==> src/sv/pfa_pkg.sv <==
// Package with the word types, operation codes and constants of the prime field unit.
`timescale 1ns / 1ps
`default_nettype none
package pfa_pkg;
  localparam int ElemBits = 31;
  localparam logic [ElemBits-1:0] ModReset = 31'd1234577;

  localparam logic [2:0] OpReduce = 3'd0;
  localparam logic [2:0] OpAdd    = 3'd1;
  localparam logic [2:0] OpSub    = 3'd2;
  localparam logic [2:0] OpMul    = 3'd3;
  localparam logic [2:0] OpDiv    = 3'd4;
  localparam logic [2:0] OpInv    = 3'd5;

  typedef struct packed {
    logic [2:0]          op;
    logic signed [63:0]  a;
    logic [30:0]         b;
  } in_word_t;

  typedef struct packed {
    logic [30:0] result;
    logic        error;
    logic        equal;
    logic        less;
  } out_word_t;

  // Classified job passed from the front to the back part.
  typedef struct packed {
    logic [2:0]          op;
    logic                err;
    logic signed [63:0]  a;
    logic [ElemBits-1:0] b;
    logic                equal;
    logic                less;
  } job_t;
endpackage
`default_nettype wire

==> src/sv/prime_field_alu.sv <==
// Top level of the prime field arithmetic unit.
`timescale 1ns / 1ps
`default_nettype none
// Arithmetic over GF(modulus) for one word at a time. Inverse and divide are computed as a
// chain of modular multiplications, about 62 of them plus one for divide. All products go
// through one 31 by 31 multiplier and a bit-serial remainder. A one-word stage between
// front and back lets the next word be accepted while a result waits. Write cfg only
// while idle.
module prime_field_alu (
  input  wire logic               clk,
  input  wire logic               rst_n,
  input  wire logic               in_valid,
  output logic                    in_ready,
  input  wire pfa_pkg::in_word_t  in_data,
  output logic                    out_valid,
  input  wire logic               out_ready,
  output pfa_pkg::out_word_t      out_data,
  input  wire logic               cfg_valid,
  output logic                    cfg_ready,
  input  wire logic [30:0]        cfg_data
);
  logic [pfa_pkg::ElemBits-1:0] mod_r, mod_nxt;
  logic                         job_valid, job_ready;
  pfa_pkg::job_t                job;

  assign cfg_ready = 1'b1;
  always_comb begin
    mod_nxt = mod_r;
    if (cfg_valid && cfg_data[pfa_pkg::ElemBits-1:0] >= pfa_pkg::ElemBits'(3))
      mod_nxt = cfg_data[pfa_pkg::ElemBits-1:0];
  end
  always_ff @(posedge clk) begin
    if (!rst_n) mod_r <= pfa_pkg::ModReset;
    else mod_r <= mod_nxt;
  end

  pfa_front u_front (.clk, .rst_n, .in_valid, .in_ready, .in_data, .modulus(mod_r),
                     .job_valid, .job_ready, .job);
  pfa_back u_back (.clk, .rst_n, .job_valid, .job_ready, .job, .modulus(mod_r),
                   .out_valid, .out_ready, .out_data);
endmodule
`default_nettype wire

==> src/sv/pfa_front.sv <==
// Front part: accepts input words, checks operands and sets the compare flags.
`timescale 1ns / 1ps
`default_nettype none
module pfa_front (
  input  wire logic                         clk,
  input  wire logic                         rst_n,
  input  wire logic                         in_valid,
  output logic                              in_ready,
  input  wire pfa_pkg::in_word_t            in_data,
  input  wire logic [pfa_pkg::ElemBits-1:0] modulus,
  output logic                              job_valid,
  input  wire logic                         job_ready,
  output pfa_pkg::job_t                     job
);
  logic                       valid_r, valid_nxt;
  pfa_pkg::job_t              job_r, job_nxt;
  logic [pfa_pkg::ElemBits-1:0] b;
  logic                       neg, a_ok, b_ok;

  assign b    = in_data.b[pfa_pkg::ElemBits-1:0];
  assign neg  = in_data.a[63];
  assign a_ok = !neg && (in_data.a[63:pfa_pkg::ElemBits] == '0) &&
                (in_data.a[pfa_pkg::ElemBits-1:0] < modulus);
  assign b_ok = b < modulus;
  assign in_ready = !valid_r || job_ready;

  always_comb begin
    valid_nxt = valid_r;
    job_nxt   = job_r;
    if (job_ready) valid_nxt = 1'b0;
    if (in_valid && in_ready) begin
      valid_nxt     = 1'b1;
      job_nxt.op    = in_data.op;
      job_nxt.a     = in_data.a;
      job_nxt.b     = b;
      job_nxt.equal = !neg && (in_data.a == {33'd0, b});
      job_nxt.less  = neg || (in_data.a < $signed({33'd0, b}));
      case (in_data.op)
        pfa_pkg::OpReduce: job_nxt.err = 1'b0;
        pfa_pkg::OpAdd, pfa_pkg::OpSub, pfa_pkg::OpMul:
          job_nxt.err = !a_ok || !b_ok;
        pfa_pkg::OpDiv: job_nxt.err = !a_ok || !b_ok || (b == '0);
        pfa_pkg::OpInv: job_nxt.err = !a_ok || (in_data.a == '0);
        default: job_nxt.err = 1'b1;
      endcase
    end
  end

  always_ff @(posedge clk) begin
    if (!rst_n) valid_r <= 1'b0;
    else valid_r <= valid_nxt;
    job_r <= job_nxt;
  end

  assign job_valid = valid_r;
  assign job       = job_r;
endmodule
`default_nettype wire

==> src/sv/pfa_back.sv <==
// Back part: reduce, add, sub, multiply, Fermat inverse and divide on one shared multiplier.
`timescale 1ns / 1ps
`default_nettype none
module pfa_back (
  input  wire logic                         clk,
  input  wire logic                         rst_n,
  input  wire logic                         job_valid,
  output logic                              job_ready,
  input  wire pfa_pkg::job_t                job,
  input  wire logic [pfa_pkg::ElemBits-1:0] modulus,
  output logic                              out_valid,
  input  wire logic                         out_ready,
  output pfa_pkg::out_word_t                out_data
);
  localparam int W = pfa_pkg::ElemBits;
  localparam logic [3:0] SIdle = 4'd0, SRed = 4'd1, SMulA = 4'd2, SMulB = 4'd3,
                         SRedM = 4'd4, SExp = 4'd5, SFin = 4'd6, SOut = 4'd7;

  logic [3:0]        state_r, state_nxt;
  logic [2:0]        op_r, op_nxt;
  logic              err_r, err_nxt, eq_r, eq_nxt, lt_r, lt_nxt;
  logic [63:0]       mag_r, mag_nxt;
  logic              neg_r, neg_nxt;
  logic [6:0]        cnt_r, cnt_nxt;
  logic [2*W-1:0]    rem_r, rem_nxt;
  logic [W-1:0]      x_r, x_nxt, y_r, y_nxt, base_r, base_nxt, acc_r, acc_nxt;
  logic [W-1:0]      av_r, av_nxt, e_r, e_nxt;
  logic [1:0]        phase_r, phase_nxt;
  logic [4:0]        ret_r, ret_nxt;
  logic              ovalid_r, ovalid_nxt;
  pfa_pkg::out_word_t odata_r, odata_nxt;

  logic [2*W:0]      rem_sh;
  logic [W:0]        sum;
  logic [W-1:0]      rem_low;
  logic [2*W-1:0]    prod;

  // One restoring step of a bit-serial remainder.
  assign rem_sh  = {rem_r, 1'b0} | {{(2*W){1'b0}}, mag_r[63]};
  assign sum     = {1'b0, x_r} + {1'b0, y_r};
  assign prod    = x_r * y_r;
  assign rem_low = rem_r[W-1:0];
  assign job_ready = (state_r == SIdle);

  always_comb begin
    state_nxt = state_r; op_nxt = op_r; err_nxt = err_r; eq_nxt = eq_r; lt_nxt = lt_r;
    mag_nxt = mag_r; neg_nxt = neg_r; cnt_nxt = cnt_r; rem_nxt = rem_r;
    x_nxt = x_r; y_nxt = y_r; base_nxt = base_r; acc_nxt = acc_r; av_nxt = av_r;
    e_nxt = e_r; phase_nxt = phase_r; ret_nxt = ret_r;
    ovalid_nxt = ovalid_r; odata_nxt = odata_r;
    if (out_ready) ovalid_nxt = 1'b0;
    case (state_r)
      SIdle: if (job_valid) begin
        op_nxt = job.op; err_nxt = job.err; eq_nxt = job.equal; lt_nxt = job.less;
        av_nxt = job.a[W-1:0];
        if (job.err) begin
          acc_nxt = '0; state_nxt = SOut;
        end else begin
          case (job.op)
            pfa_pkg::OpReduce: begin
              neg_nxt = job.a[63];
              mag_nxt = job.a[63] ? 64'(-job.a) : job.a;
              rem_nxt = '0; cnt_nxt = 7'd64; state_nxt = SRed;
            end
            pfa_pkg::OpAdd: begin
              x_nxt = job.a[W-1:0]; y_nxt = job.b; phase_nxt = 2'd0; state_nxt = SMulA;
            end
            pfa_pkg::OpSub: begin
              x_nxt = job.a[W-1:0]; y_nxt = modulus - job.b; phase_nxt = 2'd1;
              state_nxt = SMulA;
            end
            pfa_pkg::OpMul: begin
              x_nxt = job.a[W-1:0]; y_nxt = job.b; phase_nxt = 2'd2; state_nxt = SMulA;
            end
            default: begin
              base_nxt = (job.op == pfa_pkg::OpDiv) ? job.b : job.a[W-1:0];
              acc_nxt = {{(W-1){1'b0}}, 1'b1};
              e_nxt = modulus - W'(2); state_nxt = SExp;
            end
          endcase
        end
      end
      SRed: begin
        if (cnt_r == '0) begin
          acc_nxt = (neg_r && rem_low != '0) ? modulus - rem_low : rem_low;
          state_nxt = SOut;
        end else begin
          rem_nxt = (rem_sh >= {{(W+1){1'b0}}, modulus}) ?
                    (2*W)'(rem_sh - {{(W+1){1'b0}}, modulus}) : (2*W)'(rem_sh);
          mag_nxt = {mag_r[62:0], 1'b0};
          cnt_nxt = cnt_r - 7'd1;
        end
      end
      SMulA: begin
        if (phase_r != 2'd2) begin
          acc_nxt = (sum >= {1'b0, modulus}) ? W'(sum - {1'b0, modulus}) : W'(sum);
          state_nxt = SOut;
        end else begin
          mag_nxt = {prod, {(64-2*W){1'b0}}};
          rem_nxt = '0; cnt_nxt = 7'(2*W); state_nxt = SRedM;
        end
      end
      SRedM: begin
        if (cnt_r == '0) begin
          case (ret_r)
            5'd1: begin acc_nxt = rem_low; state_nxt = SMulB; end
            5'd2: begin base_nxt = rem_low; state_nxt = SExp; end
            5'd3: begin acc_nxt = rem_low; state_nxt = SOut; end
            default: begin acc_nxt = rem_low; state_nxt = SOut; end
          endcase
        end else begin
          rem_nxt = (rem_sh >= {{(W+1){1'b0}}, modulus}) ?
                    (2*W)'(rem_sh - {{(W+1){1'b0}}, modulus}) : (2*W)'(rem_sh);
          mag_nxt = {mag_r[62:0], 1'b0};
          cnt_nxt = cnt_r - 7'd1;
        end
      end
      SMulB: begin
        x_nxt = base_r; y_nxt = base_r; ret_nxt = 5'd2; phase_nxt = 2'd2;
        state_nxt = SMulA;
      end
      SExp: begin
        if (e_r == '0) begin
          if (op_r == pfa_pkg::OpDiv) begin
            x_nxt = av_r; y_nxt = acc_r; ret_nxt = 5'd3; phase_nxt = 2'd2;
            state_nxt = SMulA;
          end else state_nxt = SOut;
        end else begin
          e_nxt = e_r >> 1;
          if (e_r[0]) begin
            x_nxt = acc_r; y_nxt = base_r; ret_nxt = 5'd1;
          end else begin
            x_nxt = base_r; y_nxt = base_r; ret_nxt = 5'd2;
          end
          phase_nxt = 2'd2; state_nxt = SMulA;
        end
      end
      SOut: if (!ovalid_r || out_ready) begin
        ovalid_nxt = 1'b1;
        odata_nxt.result = err_r ? '0 : 31'(acc_r);
        odata_nxt.error = err_r; odata_nxt.equal = eq_r; odata_nxt.less = lt_r;
        ret_nxt = '0; state_nxt = SIdle;
      end
      default: state_nxt = SIdle;
    endcase
    if (state_r == SIdle) ret_nxt = '0;
  end

  always_ff @(posedge clk) begin
    if (!rst_n) begin
      state_r <= SIdle; ovalid_r <= 1'b0; ret_r <= '0;
    end else begin
      state_r <= state_nxt; ovalid_r <= ovalid_nxt; ret_r <= ret_nxt;
    end
    op_r <= op_nxt; err_r <= err_nxt; eq_r <= eq_nxt; lt_r <= lt_nxt;
    mag_r <= mag_nxt; neg_r <= neg_nxt; cnt_r <= cnt_nxt; rem_r <= rem_nxt;
    x_r <= x_nxt; y_r <= y_nxt; base_r <= base_nxt; acc_r <= acc_nxt; av_r <= av_nxt;
    e_r <= e_nxt; phase_r <= phase_nxt; odata_r <= odata_nxt;
  end

  assign out_valid = ovalid_r;
  assign out_data  = odata_r;

`ifndef ASSERT_OFF
  a_err_zero: assert property (@(posedge clk) disable iff (!rst_n)
    out_valid && out_data.error |-> out_data.result == '0) else $error("error with result");
  a_res_range: assert property (@(posedge clk) disable iff (!rst_n)
    $rose(out_valid) |-> out_data.result < 31'(modulus)) else $error("result not reduced");
  a_hold: assert property (@(posedge clk) disable iff (!rst_n)
    out_valid && !out_ready |=> out_valid) else $error("result dropped");
`endif
endmodule
`default_nettype wire
==> config.mk <==
export PLATFORM = sky130hd
export DESIGN_NAME = prime_field_alu
export DESIGN_NICKNAME = d
export VERILOG_FILES = /design/src/sv/pfa_pkg.sv /design/src/sv/prime_field_alu.sv /design/src/sv/pfa_front.sv /design/src/sv/pfa_back.sv
export SDC_FILE = /design/constraint.sdc
export NUM_CORES = 2
export LEC_CHECK = 0
export BUFFER_PORTS_ARGS = -buffer_cell sky130_fd_sc_hd__buf_2
export CAP_MARGIN = 20
export CORE_MARGIN = 2
export CORE_UTILIZATION = 60
export CTS_CLUSTER_SIZE = 16
export DETAILED_ROUTE_END_ITERATION = 10
export GPL_TIMING_DRIVEN = 0
export PLACE_DENSITY = 0.81
export SYNTH_ARGS = -nofsm -noshare
export SYNTH_HDL_FRONTEND = slang
export SYNTH_SLANG_ARGS = --single-unit
==> constraint.sdc <==
create_clock -name clk -period 10.45 [get_ports clk]
set_clock_uncertainty 0.2 [all_clocks]
set_input_delay 3.135 -clock clk [delete_from_list [all_inputs] [get_ports clk]]
set_output_delay 3.135 -clock clk [all_outputs]
set_load 0.05 [all_outputs]
==> summary.md <==
| Metric | Value |
|---|---|
| Unrepaired setup endpoints after global routing | no |
| Failing checks | negative setup slack |
| Clk pin slew, worst setup/hold paths | 0.07 ns |
| DRC Markers | 0 |
| Filler cell count in the final layout | 9,234 |
| Place WS | 0.398 ns |
| Sequential share of the synthesized area | 0.223 |
| Max frequency | 0.0955 GHz |
| Root buffer cell | clkbuf_16 |
| Post-synth EDFFs | 463 |
| # IOs | 171 |
| Most used cell, CP | fa_1 |
| Worst Hold Slack | 0.219 ns |
| Final min period | about 10 ns |
| Die area | approximately 110,000 um^2 |
| Largest area contributor in the netlist | fa_1 |
| Post-CTS setup repair buffer count | 0 |
| Hold Fails Final Rpt | 0 |
| Worst skew pair latency | 0.64 ns |
| Critical Path Slowest Stage Cell | clkbuf_1 |
| DR vias | 56,776 |
| Largest net degree at the start of global routing | 66 |
| Area Growth Syn to Fin | 7.48% |
| First-pass DRT Iterations | 8 |
| CP bufs+invs | 5 |
| Worst Setup Slack, final | -0.0178 ns |
| Initial Util | 0.605 |
| Kind of end point of the critical path | flip-flop |
| Total of warnings raised by yosys | 0 |
| Worst min path class | flip-flop to flip-flop |
| Simple-Gate Fraction of Synth Area | 0.155 |
| Final setup viols | 1 |
| Cts hold-fix bufs | 0 |
| Commonest non-fill, non-tap cell in the layout | inv_1 |
| Antenna Nets Post-Route | 0 |
| Hpwl dp | 220,000 um |
| Post-Synth Adder-Cell Area | 0.352 |
| Htree depth | 2 |
| Main synth FF type | edfxtp_1 |
| PortBufs | between 150 and 200 |
| Status | finished, violations left |
| Vias in the first global route | 57,433 |
| Total CTS buffers | 49 |
| Slew @ Worst Pin | 1.32 ns |
| Mapped Nets | 8,559 |
| Largest family of logic cells by synthesized area | adder cells |
| Syn Inst Count | 7,079 |
| CTS tree | built |
| First-pass GRT wire length | 385,000 um |
| Die height | 335 um |
| Worst-path maximum fanout | 10 |
| CP delay by family, top | adder cells |
| Post-synthesis mux area share | 0.0195 |
| #FFs+latches synth | between 500 and 600 |
| Gates resized, CTS repair | 0 |
| Via density | 6.46 |
| Total wire length | 267,000 um |
| Post-layout nets | 8,812 |
| Yosys top cell area share | 0.256 |
| Post-DR wirelength/cell | 30.4 um |
| Async SR Flop Fraction | 0 |
| Post-Synth XOR/XNOR Area | 0.0383 |
| DR iter-0 viols | approximately 6,800 |
| Remaining global-route overflow | 0 |
| Row cnt | 121 |
| Placer Congestion | 1.08 |
| Synth area leaders | fa_1, edfxtp_1, ha_1, inv_1, and2_1 |
| Commonest cells after routing, fill and taps aside | inv_1, fa_1, nand2_1, ha_1, and2_1 |
| Peak per-stage delay on the critical path | 0.90 ns |
| Final Cycle Share | 1.00 |
| Global Route Usage Sum | 0.477 |
| Post-synthesis cell type count | 83 |
| Avg Inst Size Synth | approximately 9.3 um^2 |
| Chip width | 335 um |
| Final core occ | 0.650 |
| Mapped Area | 65,800 um^2 |
| Core ar. | 109,000 um^2 |
| WS Path Type | flip-flop to flip-flop |
| Crit path DAT | 10.54 ns |
| Sink Count | 501 |
| Worst relative slew slack | 0.121 |
| Post-synthesis compound-gate area fraction | 0.130 |
| Initial antenna violation count | 10 |
| Startpoint types | flip-flop |
| Share of cells above drive strength 1 | 0.0506 |
| Max-slew violations | 0 |
| Max-cap violation count | 0 |
| CTS max path bufs | 3 |
| WP data required | 10.53 ns |
[cell type report]
class                   count  area (um^2)  area share
clock buffers              63         1380      0.0196
clock inverters            27          270     0.00382
diodes                      8         20.0    0.000283
multi-input cells        5131        45800       0.647
flip-flops and latches    501        14700       0.207
inverters                1063         3990      0.0564
plain buffers             384         1470      0.0208
repair buffers            202         1370      0.0194
well taps                1414         1770      0.0250
[sequential cells by signal (all words and copies together) (netlist names)]
register and count:
mod_r 31, u_back.acc_r 31, u_back.av_r 31, u_back.base_r 31
u_back.cnt_r 7, u_back.e_r 31, u_back.eq_r 1, u_back.err_r 1
u_back.lt_r 1, u_back.mag_r 64, u_back.neg_r 1, u_back.op_r 3
u_back.out_data 34, u_back.out_valid 1, u_back.phase_r 2, u_back.rem_r 62
u_back.ret_r 2, u_back.state_r 3, u_back.x_r 31, u_back.y_r 31
u_front.job 101, u_front.job_valid 1
[per-stage QoR]
stage               setup TNS [ns]  cells  cell area (um^2)
floorplan                        0   7079             65800
global placement           -509.42   8661             68400
detailed placement               0   8686             68900
CTS                              0   8776             70600
global route                     0   8786             70700
finish                     -0.0178   8793             70700
[metal layers]
metal | wire, um | track usage
met5 | 83 | 0
met3 | 28800 | 0.109
met1 | 91800 | 0.563
met2 | 118000 | 0.738
met4 | 28700 | 0.416
[worst reg2reg max path, delay by kind of cell (launching register included)]
family	cells	cell delay [ns]
DFF	1	0.53
adders and majority gates	9	4.65
AOI/OAI and AO/OA	6	2.16
buffers and inverters	5	1.25
and+or+nand+nor	4	0.99
xor gates and xnor gates	1	0.31
[synth_stat cells (all sizes together), types with 31 or more instances]
master	n
a21oi	339
a21o	127
nor4	65
nor2	244
dfxtp	38
inv	1061
o31ai	40
mux2i	81
o22a	31
ha	505
or3	40
nand2	760
fa	841
o21a	36
o22ai	58
a31oi	37
nor3	70
nand4	62
xor2	109
nand2b	38
and2	506
a22oi	74
clkbuf	368
a211oi	38
edfxtp	463
xnor2	179
nand3	78
mux2	42
o21ai	330
nor2b	90
[path summary, 6_finish.rpt]
check                                        end            from  depth (start not counted)  slack [ns]
worst min register to register       u_back.eq_r  u_front.job[1]                          0        0.22
worst min-delay path                 u_back.eq_r  u_front.job[1]                          0        0.22
worst max register to register  u_back.mag_r[63]  u_back.x_r[19]                         25       -0.02
worst max-delay path            u_back.mag_r[63]  u_back.x_r[19]                         25       -0.02
[cell families after synthesis]
group / after synthesis
adders and majority gates: 1346
xor gates and xnor gates: 288
buffers and inverters: 1447
AOI/OAI and AO/OA: 1330
DFF: 501
muxes: 123
other: 1
and+or+nand+nor: 2043
Power is left out: the tool's default activity adds up to more than one toggle a clock period on the data nets, which glitch-free logic cannot reach.
